$ cat config.mk
export PLATFORM = sky130hd
export DESIGN_NAME = ksl_ctrl
export DESIGN_NICKNAME = d
export VERILOG_FILES = /design/src/design/keyframe_sampler_lerp_assert.svh /design/src/design/ksl_pkg.sv /design/src/design/ksl_ctrl.sv
export SDC_FILE = /design/constraint.sdc
export NUM_CORES = 1
export LEC_CHECK = 0
export BUFFER_PORTS_ARGS = -buffer_cell sky130_fd_sc_hd__buf_2
export CORE_MARGIN = 5
export CORE_UTILIZATION = 55
export DETAILED_ROUTE_END_ITERATION = 16
export GPL_TIMING_DRIVEN = 1
export PLACE_DENSITY = 0.81
export SLEW_MARGIN = 40
export SYNTH_ARGS = -nofsm -noshare
export SYNTH_HDL_FRONTEND = slang
export SYNTH_SLANG_ARGS = --single-unit
$ cat constraint.sdc
create_clock -name clk -period 4.98 [get_ports clk]
set_clock_uncertainty 0.05 [all_clocks]
set_input_delay 0.498 -clock clk [delete_from_list [all_inputs] [get_ports clk]]
set_output_delay 0.498 -clock clk [all_outputs]
set_load 0.02 [all_outputs]
$ cat src/design/keyframe_sampler_lerp_assert.svh
// Assertion macros for the keyframe sampler.
`ifndef KEYFRAME_SAMPLER_LERP_ASSERT_SVH
`define KEYFRAME_SAMPLER_LERP_ASSERT_SVH

// Same-cycle implication, sampled on clk, off during reset
`define KSL_ASSERT_IMP(label, ante, cons) \
    label: assert property (@(posedge clk) disable iff (!rst_n) (ante) |-> (cons)) \
        else $error("keyframe sampler check failed");

// Next-cycle implication, sampled on clk, off during reset
`define KSL_ASSERT_NEXT(label, ante, cons) \
    label: assert property (@(posedge clk) disable iff (!rst_n) (ante) |=> (cons)) \
        else $error("keyframe sampler check failed");

`endif

$ cat src/design/ksl_pkg.sv
// Shared types and constants for the keyframe sampler.
package ksl_pkg;

    localparam int MAX_KEYS  = 64;
    localparam int FRAC_BITS = 16;
    localparam int AW        = 6;    // key table address width
    localparam int NW        = 7;    // key count width
    localparam int TW        = 32;   // time width
    localparam int VW        = 32;   // value width
    localparam int WW        = 17;   // weight width
    localparam int PW        = WW + 1 + VW + 1;   // lerp product width

    localparam logic [WW-1:0] W_ONE = WW'(1) << FRAC_BITS;

    localparam logic [1:0] OP_LOAD    = 2'd0;
    localparam logic [1:0] OP_ADVANCE = 2'd1;
    localparam logic [1:0] OP_SAMPLE  = 2'd2;

    localparam logic [1:0] ST_INSIDE = 2'd0;
    localparam logic [1:0] ST_BEFORE = 2'd1;
    localparam logic [1:0] ST_PAST   = 2'd2;
    localparam logic [1:0] ST_UNDER  = 2'd3;

    localparam logic [1:0] REG_KEY_COUNT  = 2'd0;
    localparam logic [1:0] REG_ANIM_START = 2'd1;
    localparam logic [1:0] REG_ANIM_END   = 2'd2;

    // Table read address select
    typedef enum logic [2:0] {
        RD_ZERO = 3'd0,
        RD_LAST = 3'd1,
        RD_CUR  = 3'd2,
        RD_CUR1 = 3'd3,
        RD_CUR2 = 3'd4,
        RD_IDX  = 3'd5,
        RD_IDX1 = 3'd6
    } rd_sel_t;

    // Early result set by the controller
    typedef enum logic [1:0] {
        RES_NONE   = 2'd0,
        RES_UNDER  = 2'd1,
        RES_BEFORE = 2'd2,
        RES_PAST   = 2'd3
    } res_code_t;

    typedef struct packed {
        logic       [TW-1:0] t;
        logic signed [VW-1:0] x;
        logic signed [VW-1:0] y;
        logic signed [VW-1:0] z;
    } key_entry_t;

    typedef struct packed {
        logic      capture;
        logic      div_step;
        logic      wrap;
        rd_sel_t   rd_sel;
        res_code_t res_code;
        logic      cache_upd;
        logic      ka_load;
        logic      advance;
        logic      hit;
        logic      w_load;
        logic      a_load;
        logic      b_load;
        logic      mul;
        logic      out_load;
    } ksl_cmd_t;

    typedef struct packed {
        logic is_sample;
        logic period_nz;
        logic under_two;
        logic before_first;
        logic past_end;
        logic cur_ok;
        logic next_ok;
        logic hit;
        logic out_busy;
    } ksl_stat_t;

endpackage

$ cat src/design/ksl_ctrl.sv
// Sequencing state machine of the keyframe sampler.
module ksl_ctrl (
    input  logic              clk,
    input  logic              rst_n,
    input  logic              in_valid,
    output logic              in_ready,
    input  ksl_pkg::ksl_stat_t stat,
    output ksl_pkg::ksl_cmd_t  cmd
);

    typedef enum logic [14:0] {
        S_IDLE = 15'b000000000000001,
        S_REM  = 15'b000000000000010,
        S_WRAP = 15'b000000000000100,
        S_CHK0 = 15'b000000000001000,
        S_CHKL = 15'b000000000010000,
        S_SRD  = 15'b000000000100000,
        S_SA   = 15'b000000001000000,
        S_SB   = 15'b000000010000000,
        S_WDIV = 15'b000000100000000,
        S_WSET = 15'b000001000000000,
        S_RDA  = 15'b000010000000000,
        S_RDB  = 15'b000100000000000,
        S_RDC  = 15'b001000000000000,
        S_MUL  = 15'b010000000000000,
        S_DONE = 15'b100000000000000
    } state_t;

    state_t     state_reg, state_next;
    logic [4:0] cnt_reg, cnt_next;

    assign in_ready = (state_reg == S_IDLE);

    // Next state and commands
    always_comb
    begin
        state_next   = state_reg;
        cnt_next     = cnt_reg + 5'd1;
        cmd          = '0;
        cmd.rd_sel   = ksl_pkg::RD_ZERO;
        cmd.res_code = ksl_pkg::RES_NONE;
        case (state_reg)
            S_IDLE:
            begin
                cnt_next = '0;
                if (in_valid)
                begin
                    cmd.capture = 1'b1;
                    if (stat.is_sample)
                        state_next = stat.period_nz ? S_REM : S_WRAP;
                end
            end
            S_REM:
            begin
                cmd.div_step = 1'b1;
                if (cnt_reg == 5'd31)
                    state_next = S_WRAP;
            end
            S_WRAP:
            begin
                cmd.wrap   = 1'b1;
                cmd.rd_sel = ksl_pkg::RD_ZERO;
                state_next = S_CHK0;
            end
            S_CHK0:
            begin
                if (stat.under_two)
                begin
                    cmd.res_code = ksl_pkg::RES_UNDER;
                    state_next   = S_RDA;
                end
                else if (stat.before_first)
                begin
                    cmd.res_code = ksl_pkg::RES_BEFORE;
                    state_next   = S_RDA;
                end
                else
                begin
                    cmd.rd_sel = ksl_pkg::RD_LAST;
                    state_next = S_CHKL;
                end
            end
            S_CHKL:
            begin
                // default outcome is past end; search may still find the interval
                cmd.res_code = ksl_pkg::RES_PAST;
                if (stat.past_end)
                    state_next = S_RDA;
                else
                begin
                    cmd.cache_upd = 1'b1;
                    state_next    = S_SRD;
                end
            end
            S_SRD:
            begin
                cmd.rd_sel = ksl_pkg::RD_CUR;
                state_next = stat.cur_ok ? S_SA : S_RDA;
            end
            S_SA:
            begin
                cmd.ka_load = 1'b1;
                cmd.rd_sel  = ksl_pkg::RD_CUR1;
                state_next  = S_SB;
            end
            S_SB:
            begin
                cnt_next = '0;
                if (stat.hit)
                begin
                    cmd.hit    = 1'b1;
                    state_next = S_WDIV;
                end
                else
                begin
                    cmd.advance = 1'b1;
                    cmd.rd_sel  = ksl_pkg::RD_CUR2;
                    state_next  = stat.next_ok ? S_SB : S_RDA;
                end
            end
            S_WDIV:
            begin
                cmd.div_step = 1'b1;
                if (cnt_reg == 5'(ksl_pkg::FRAC_BITS - 1))
                    state_next = S_WSET;
            end
            S_WSET:
            begin
                cmd.w_load = 1'b1;
                cmd.rd_sel = ksl_pkg::RD_IDX;
                state_next = S_RDB;
            end
            S_RDA:
            begin
                cmd.rd_sel = ksl_pkg::RD_IDX;
                state_next = S_RDB;
            end
            S_RDB:
            begin
                cmd.a_load = 1'b1;
                cmd.rd_sel = ksl_pkg::RD_IDX1;
                state_next = S_RDC;
            end
            S_RDC:
            begin
                cmd.b_load = 1'b1;
                state_next = S_MUL;
            end
            S_MUL:
            begin
                cmd.mul    = 1'b1;
                state_next = S_DONE;
            end
            S_DONE:
            begin
                if (!stat.out_busy)
                begin
                    cmd.out_load = 1'b1;
                    state_next   = S_IDLE;
                end
            end
            default:
            begin
                state_next = S_IDLE;
            end
        endcase
    end

    // State and step counter
    always_ff @(posedge clk or negedge rst_n)
    begin
        if (!rst_n)
        begin
            state_reg <= S_IDLE;
            cnt_reg   <= '0;
        end
        else
        begin
            state_reg <= state_next;
            cnt_reg   <= cnt_next;
        end
    end

endmodule

==> results.ini, run 1 <==
[synth]
yosysSeqAreaShare_pct=37.4
yosys-top-cells-area=dfrtp_1 (35%), nor2_1 (4.8%), nor4_4 (4.8%)
async_reset_ff_share_pct=100
synth.cells.most_frequent=dfrtp_1 (19), nor2_1 (17), nand2_1 (11)
yosys.area.top_type=dfrtp_1
synth_top_area_share_pct=35.4
syn_area_per_cell_um2=9.51
yosysMostFrequentCell=dfrtp_1
netlist-cell-type-count=43
syn_nets=156
synth_ff_type=dfrtp_1
synth-seq-cells=20
synth_edf_count=0
synthCells=141
synth_warnings=0
netlist_area_mm2=0.00134

[sta]
setup_violations=0
timing.hold.ws_ns=0.0728
max_clock_freq_mhz=337
min_period_ns=2.96
worstMarginPinSlew_ns=0.520
rsz0062_at_grt=false
drv_slew=0
relSlewSlack_pct=65.1
hold_violations=0
tns_ns=0
fin_ws_ns=2.02
period_share_pct=59.5

[finish]
fillers=206
multi_input_comb_area_um2=779
final_area_mm2=0.00152
drive_gt1_share_pct=27.1
syn2layout_area_growth_pct=13.1
largest_register_ffs=15
n_antenna_cell=0
seq_area_um2=502
final_net_count=182

[pwr]
p_switching_mw=0.264
p_total_mw=0.620
power_frac_comb_pct=46.6
p_per_area_mw_per_mm2=409
p_leak_nw=0.774
sw_frac_of_total_pct=42.5
pwr-share-seq_pct=38.1
ir_worst_vdd_uv=336
clkPwrFrac_pct=15.3
p_int_mw=0.356

[clock_network]
cts_root_buf=clkbuf_4
clkTransAtPathRegs_ns=0.12
htree_levels=1
postCtsHoldBufs=0
cts_tree=yes
cts_resized=0
clock_sinks=20
clk_latency_ns=0.30
clockBufferDepth=2
post_cts_buffers=0
cts_buffers=3

[route]
route.vias.total=1158
first_pass_iters=4
drt-total-wl_um=2980
viasPerCell=5.97
drcViolationCount=0
postRouteAntennaNets=0
routedWlPerCell_um=15.4
drtIter0Drc=38

[place]
place_hpwl_um=2270
gp_congestion=0.808
portBuffers=29
dp_slack_ns=2.36
dpl_cell_area_mm2=0.00148

[grt]
grt_max_degree=21
grt.overflow.total=0
grt_pass1_wl_um=4860
grt_pass1_vias=1100
gr-usage-all-layers_pct=17.8
antenna_found_initial=0

[floorplanning]
initial_core_util_pct=58.9
core_area_mm2=0.00228
die_h_um=59.4
die-area_mm2=0.00353
rows=17
io_pins=30
die_w_um=59.4

[worst_hold_path]
hold_class=primary input to async pin

[critical_path]
path_class=flop to output port
cp-start-kind=flop
crit_required_ns=4.43
worstPathArrival_ns=2.42
cp_max_fo=9
end_kind=output port

[run_status]
status=finished, final reports clean

[run]
drv_cap=0

final cells by class:
class                           count  share of cell area [%]
Inverter                            5                    1.24
Timing Repair Buffer               29                    9.57
Clock buffer                        4                    2.39
Tap cell                           28                    2.31
Multi-Input combinational cell    108                    51.4
Sequential cell                    20                    33.1
critical path, cell delays in order, from the launching register on:
cell     delay (ns)
dfrtp_1        0.52
nor4_4         0.50
nand4_2        0.20
or3b_4         0.47
nor3_4         0.14
or3_1          0.12
buf_2          0.15
through the flow:
step,utilization (%),std cells
6_report,66.6,194
5_1_grt,66.6,194
4_1_cts,66.6,194
3_5_place_dp,65.0,190
3_3_place_gp,65.0,190
2_1_floorplan,-,141
cells by family after synthesis:
logic type,after synthesis,share of synthesized area (%)
xor gates and xnor gates,8,5.22
AOI/OAI and AO/OA,16,9.33
buffers and inverters,13,4.48
adders and majority gates,3,2.80
DFF,20,37.4
and+or+nand+nor,81,40.8
path summary, 6_finish.rpt:
| check | start | to | slack [ns] | depth (start not counted) |
|---|---|---|---|---|
| max | state_reg[9] | cmd[11] | 2.02 | 6 |
| min | rst_n | state_reg[9] | 0.07 | 1 |
| max reg2reg | state_reg[9] | state_reg[0] | 2.84 | 5 |
| min reg2reg | cnt_reg[0] | cnt_reg[0] | 0.42 | 1 |
| max in group asynchronous | rst_n | state_reg[0] | 4.46 | 1 |
| min in group clk | stat[4] | state_reg[5] | 0.32 | 2 |
cells in the final DEF, fill, tap and decap left out, types with 4 or more instances in the layout:
cell type,netlist,final
buf_2,3,29
dfrtp_1,19,19
inv_1,5,5
nand2_1,11,11
nor2_1,17,17
nor3_1,6,6
nor3b_1,4,4
nor4_1,4,4
nor4b_1,7,7
o21ai_0,6,6
xnor2_1,5,5
per-layer routing:
layer,track usage [%],vias to the layer above,wire [um]
li1,-,564,-
met2,30.4,36,1430
met4,3.88,0,21
met5,0,-,0
met1,23.4,554,1370
met3,2.83,4,165
power groups by stage:
stage	sequential [mW]	combinational, mW	clock (mW)
3_3_place_gp	0.235	0.278	0
4_1_cts	0.235	0.288	0.0968
3_5_place_dp	0.237	0.286	0
6_report	0.236	0.289	0.0948
2_1_floorplan	0.221	0.234	0
5_1_grt	0.240	0.317	0.106
Power figures use the tool's default switching activity.
==> run 2, diff against run 1 <==
--- a/config.mk
+++ b/config.mk
@@ -7,10 +7,10 @@
 export LEC_CHECK = 0
 export BUFFER_PORTS_ARGS = -buffer_cell sky130_fd_sc_hd__buf_2
 export CORE_MARGIN = 5
-export CORE_UTILIZATION = 55
+export CORE_UTILIZATION = 48
 export DETAILED_ROUTE_END_ITERATION = 16
 export GPL_TIMING_DRIVEN = 1
-export PLACE_DENSITY = 0.81
+export PLACE_DENSITY = 0.75
 export SLEW_MARGIN = 40
 export SYNTH_ARGS = -nofsm -noshare
 export SYNTH_HDL_FRONTEND = slang
==> constraint.sdc (replaced) <==
create_clock -name clk -period 2.5 [get_ports clk]
set_clock_uncertainty 0.05 [all_clocks]
set_input_delay 0.25 -clock clk [delete_from_list [all_inputs] [get_ports clk]]
set_output_delay 0.25 -clock clk [all_outputs]
set_load 0.02 [all_outputs]
==> results.ini, run 2 (synthesis results as in run 1) <==
[run_status]
status=finished, final reports clean

[route]
first_pass_iters=4
drt-total-wl_um=3220
route.vias.total=1249
drtIter0Drc=44
routedWlPerCell_um=14.8
postRouteAntennaNets=0
viasPerCell=5.73
drcViolationCount=0

[floorplanning]
die_w_um=62.9
core_area_mm2=0.00271
rows=19
die_h_um=62.9
io_pins=30
die-area_mm2=0.00395
initial_core_util_pct=49.5

[grt]
grt_pass1_wl_um=5330
grt.overflow.total=0
grt_max_degree=21
gr-usage-all-layers_pct=16.2
antenna_found_initial=0
grt_pass1_vias=1176

[critical_path]
worst-path-buf-inv=1
critPathTopFamily=simple AND/OR/NAND/NOR gates
crit_required_ns=2.20
cpPeakStageDelay_ns=0.45
cp-start-kind=flop
end_kind=output port
reg2regPathDepth=8
cp.depth=6
cp_max_fo=4
crit_chain=nor4_4, nand4_2, or3b_4, nor3_4, or3_1, buf_4
worstPathArrival_ns=2.13
path_class=flop to output port
crit_path_top_delay_cell=dfrtp_2

[clock_network]
clock_sinks=20
clk_latency_ns=0.31
clockBufferDepth=2
cts_tree=yes
cts_buffers=3
clkTransAtPathRegs_ns=0.12
cts_root_buf=clkbuf_4
htree_levels=1

[finish]
final_net_count=203
layout_commonest_cell=buf_2
n_antenna_cell=0
syn2layout_area_growth_pct=27.9
final_cell_mix=buf_2 (27), buf_4 (22), nor2_1 (17)
drive_gt1_share_pct=39.6
largest_register_ffs=15
fin_util_pct=63.3

[pwr]
p_leak_nw=0.865
p_per_area_mw_per_mm2=796
ir_worst_vdd_uv=557
clkPwrFrac_pct=12.1
sw_frac_of_total_pct=41.6
pwr-share-seq_pct=33.8
p_int_mw=0.797
p_switching_mw=0.569
power_frac_comb_pct=54.1

[place]
gp_congestion=0.808
place_hpwl_um=2310
portBuffers=29

[sta]
period_share_pct=97.0
min_period_ns=2.43
hold_violations=0
setup_violations=0
relSlewSlack_pct=69.5
worstMarginPinSlew_ns=0.451
timing.hold.ws_ns=0.0539
drv_slew=0
max_clock_freq_mhz=412

[run]
drv_cap=0

[worst_hold_path]
hold_class=primary input to flop
hold_depth=2

==> run 2: cell count changes in the layout (fill, tap and decap cells not counted), moves of 2 or more <==
cell	previous run	this run
buf_4	0	22
buf_2	29	27
dfrtp_1	19	12
dfrtp_2	0	7
==> run 2: final timing paths <==
check                           endpoint  slack, ns     startpoint
max                              cmd[11]       0.07  state_reg[11]
min                         state_reg[5]       0.05        stat[4]
max reg2reg                 state_reg[0]       0.40     cnt_reg[0]
min reg2reg                   cnt_reg[0]       0.43     cnt_reg[0]
max in group asynchronous   state_reg[0]       1.70          rst_n
min in group asynchronous  state_reg[11]       0.35          rst_n
==> run 2: layout make-up <==
cell class	instances	area (um2)
clock buffers	4	26.3
fillers	229	995
inverters	5	18.8
multi-input cells	108	811
flip-flops and latches	20	510
well taps	31	38.8
repair buffers	50	310
==> run 2: power groups by stage <==
stage	combinational, mW	clock, mW	sequential, mW
6_report	0.739	0.165	0.462
5_1_grt	0.806	0.183	0.471
4_1_cts	0.689	0.174	0.461
3_5_place_dp	0.641	0	0.467
3_3_place_gp	0.625	0	0.460
2_1_floorplan	0.466	0	0.440
==> run 2: timing repair <==
| action | CTS | global route |
|---|---|---|
| buffers inserted | 5 | 9 |
| resized for setup | 5 | 10 |
| hold buffers | 1 | 0 |
| pin swaps | 1 | 5 |
| endpoints found under the hold margin | 19 | 0 |
| setup endpoints to repair | 6 | 7 |
==> run 2: stage by stage <==
step | cell area (um2) | TNS (ns) | setup WS [ns] | total power [mW] | cells
6_report | 1720 | 0 | 0.0743 | 1.37 | 218
5_1_grt | 1720 | -0.0580 | -0.0357 | 1.46 | 218
3_5_place_dp | 1530 | 0 | 0.194 | 1.11 | 199
3_3_place_gp | 1530 | 0 | 0.276 | 1.08 | 199
2_1_floorplan | 1340 | 0 | 0.202 | 0.906 | 141
4_1_cts | 1630 | 0 | 0.00854 | 1.32 | 209
==> run 2: metal layers <==
| layer | routed length (um) | up-vias | GRT usage (%) | part of all wire [%] |
|---|---|---|---|---|
| met5 | 0 | - | 0 | 0 |
| met4 | 26 | 0 | 3.98 | 0.81 |
| met3 | 182 | 3 | 3.96 | 5.7 |
| met2 | 1580 | 32 | 25.6 | 49 |
| met1 | 1430 | 613 | 22.0 | 44 |
| li1 | - | 601 | - | - |
==> run 3, diff against run 2 <==
--- a/config.mk
+++ b/config.mk
@@ -5,6 +5,7 @@
 export SDC_FILE = /design/constraint.sdc
 export NUM_CORES = 1
 export LEC_CHECK = 0
+export ABC_AREA = 1
 export BUFFER_PORTS_ARGS = -buffer_cell sky130_fd_sc_hd__buf_2
 export CORE_MARGIN = 5
 export CORE_UTILIZATION = 48
==> results.ini, run 3 <==
[sta]
max_clock_freq_mhz=477
fin_ws_ns=0.403
setup_violations=0
rsz0062_at_grt=false
timing.hold.ws_ns=0.0586
worstMarginPinSlew_ns=0.440
min_period_ns=2.10
tns_ns=0
hold_violations=0
period_share_pct=83.9
relSlewSlack_pct=70.6
drv_slew=0

[place]
portBuffers=29
gp_congestion=0.904
dp_slack_ns=0.745
place_hpwl_um=2200

[pwr]
ir_worst_vdd_uv=554
p_leak_nw=0.913
p_total_mw=1.14
p_per_area_mw_per_mm2=740

[route]
postRouteAntennaNets=0
viasPerCell=4.82
drt-total-wl_um=2660
drtIter0Drc=79
first_pass_iters=4
routedWlPerCell_um=10.9
route.vias.total=1182
drcViolationCount=0

[critical_path]
worst-path-buf-inv=2
r2r-start=state_reg[0]
cpPeakStageDelay_ns=0.43
crit_chain=nor2_2, nand2_4, nor2_8, inv_2, nor3_4, nand2_2, nand3_1, buf_2
critPathTopFamily=simple AND/OR/NAND/NOR gates
r2r_setup_slack_ns=0.89
crit_path_top_delay_cell=dfrtp_1
reg2regPathDepth=8
r2r-end=state_reg[0]
cp_max_fo=13
cp-start-kind=flop
worstPathArrival_ns=1.80
path_class=flop to output port
crit_required_ns=2.20
cp-startpoint=state_reg[10]
end_kind=output port

[synth]
syn_nets=196
synth_top_area_share_pct=35.6
synth_ff_type=dfrtp_1
synth_edf_count=0
synth_top_family_by_area=simple AND/OR/NAND/NOR gates
netlist_area_mm2=0.00133
yosysSeqAreaShare_pct=37.6
yosys-top-cells-area=dfrtp_1 (36%), nor2_1 (11%), nand2_1 (8.2%)
synth.cells.most_frequent=nor2_1 (39), nand2_1 (29), inv_1 (26)
async_reset_ff_share_pct=100
yosysMostFrequentCell=nor2_1
synth-xor-area-share_pct=0.657
syn_area_per_cell_um2=7.37
synthCells=181
synth_mux_area_share_pct=0
synth_compound_area_share_pct=4.88
synth-seq-cells=20
yosys.area.top_type=dfrtp_1
synthSimpleGateAreaFrac_pct=44.7
netlist-cell-type-count=26
synthAdderAreaFrac_pct=2.81
synth_warnings=0

[finish]
layout_commonest_cell=nor2_1
final_cell_mix=nor2_1 (39), nand2_1 (29), buf_2 (29)
largest_register_ffs=15
syn2layout_area_growth_pct=15.7
n_antenna_cell=0
fin_util_pct=56.9
final_net_count=230
drive_gt1_share_pct=29.4

[grt]
gr-usage-all-layers_pct=14.9
grt_pass1_vias=1133
antenna_found_initial=0
grt.overflow.total=0
grt_max_degree=21
grt_pass1_wl_um=4770

[clock_network]
cts_tree=yes
clock_sinks=20
htree_levels=1
clkTransAtPathRegs_ns=0.12
postCtsHoldBufs=1
cts_resized=0
cts_root_buf=clkbuf_4
post_cts_buffers=0
clockBufferDepth=2
clk_latency_ns=0.31
cts_buffers=3

[floorplanning]
rows=19
die-area_mm2=0.00393
core_area_mm2=0.00271
die_h_um=62.7
die_w_um=62.7
io_pins=30
initial_core_util_pct=49.2

[worst_hold_path]
holdPathEnd=state_reg[5]
hold_depth=2
hold_class=primary input to flop
holdCritStartpoint=stat[4]

[run_status]
status=finished, final reports clean

[run]
drv_cap=0

[run 3: changes by cell type in the layout (fill, tap and decap cells not counted), sizes merged, moves of 5 or more]
cell   delta
inv      +25
nand2    +29
xnor2     -5
nand3     +9
buf      -20
nor2     +33
nor4b     -8
nor4      -5
[run 3: where the power goes]
part | leakage, nW | switching, mW | total (mW) | internal (mW)
clock | 0.0150 | 0.0987 | 0.161 | 0.0622
sequential | 0.272 | 0.0375 | 0.417 | 0.379
combinational | 0.627 | 0.378 | 0.563 | 0.185
total | 0.913 | 0.515 | 1.14 | 0.627
[run 3: layout make-up]
cell class                      instances  area [um2]
Inverter                               30         113
Sequential cell                        20         502
Clock buffer                            4        26.3
Timing Repair Buffer                   30         155
Multi-Input combinational cell        130         708
Fill cell                             278        1170
Tap cell                               31        38.8
[run 3: how the worst max path moves through the flow]
| stage | endpoint | slack (ns) | depth (start not counted) |
|---|---|---|---|
| finish | cmd[13] | 0.40 | 8 |
| global route | cmd[11] | 0.25 | 7 |
| CTS | cmd[13] | 0.39 | 8 |
| detailed placement | cmd[13] | 0.74 | 8 |
| global placement | cmd[13] | 0.76 | 8 |
| floorplan | cmd[10] | 0.72 | 6 |
[run 3: per-stage QoR]
step | area, um2 | cells
floorplan | 1330 | 181
global placement | 1510 | 240
detailed placement | 1510 | 240
CTS | 1540 | 245
global route | 1540 | 245
finish | 1540 | 245
[run 3: logic make-up after synthesis]
group	count (synthesis)
xor+xnor	1
simple gates	115
fa+ha+maj	3
buf+inv	31
flops	20
compound gates	11
[run 3: per-layer routing]
layer  vias up  global-route usage (%)  share of wire (%)
met5         -                       0                  0
met4         0                    5.57                1.5
met3         5                    3.42                5.3
met2        29                    25.9                 50
met1       521                    17.8                 43
li1        627                       -                  -
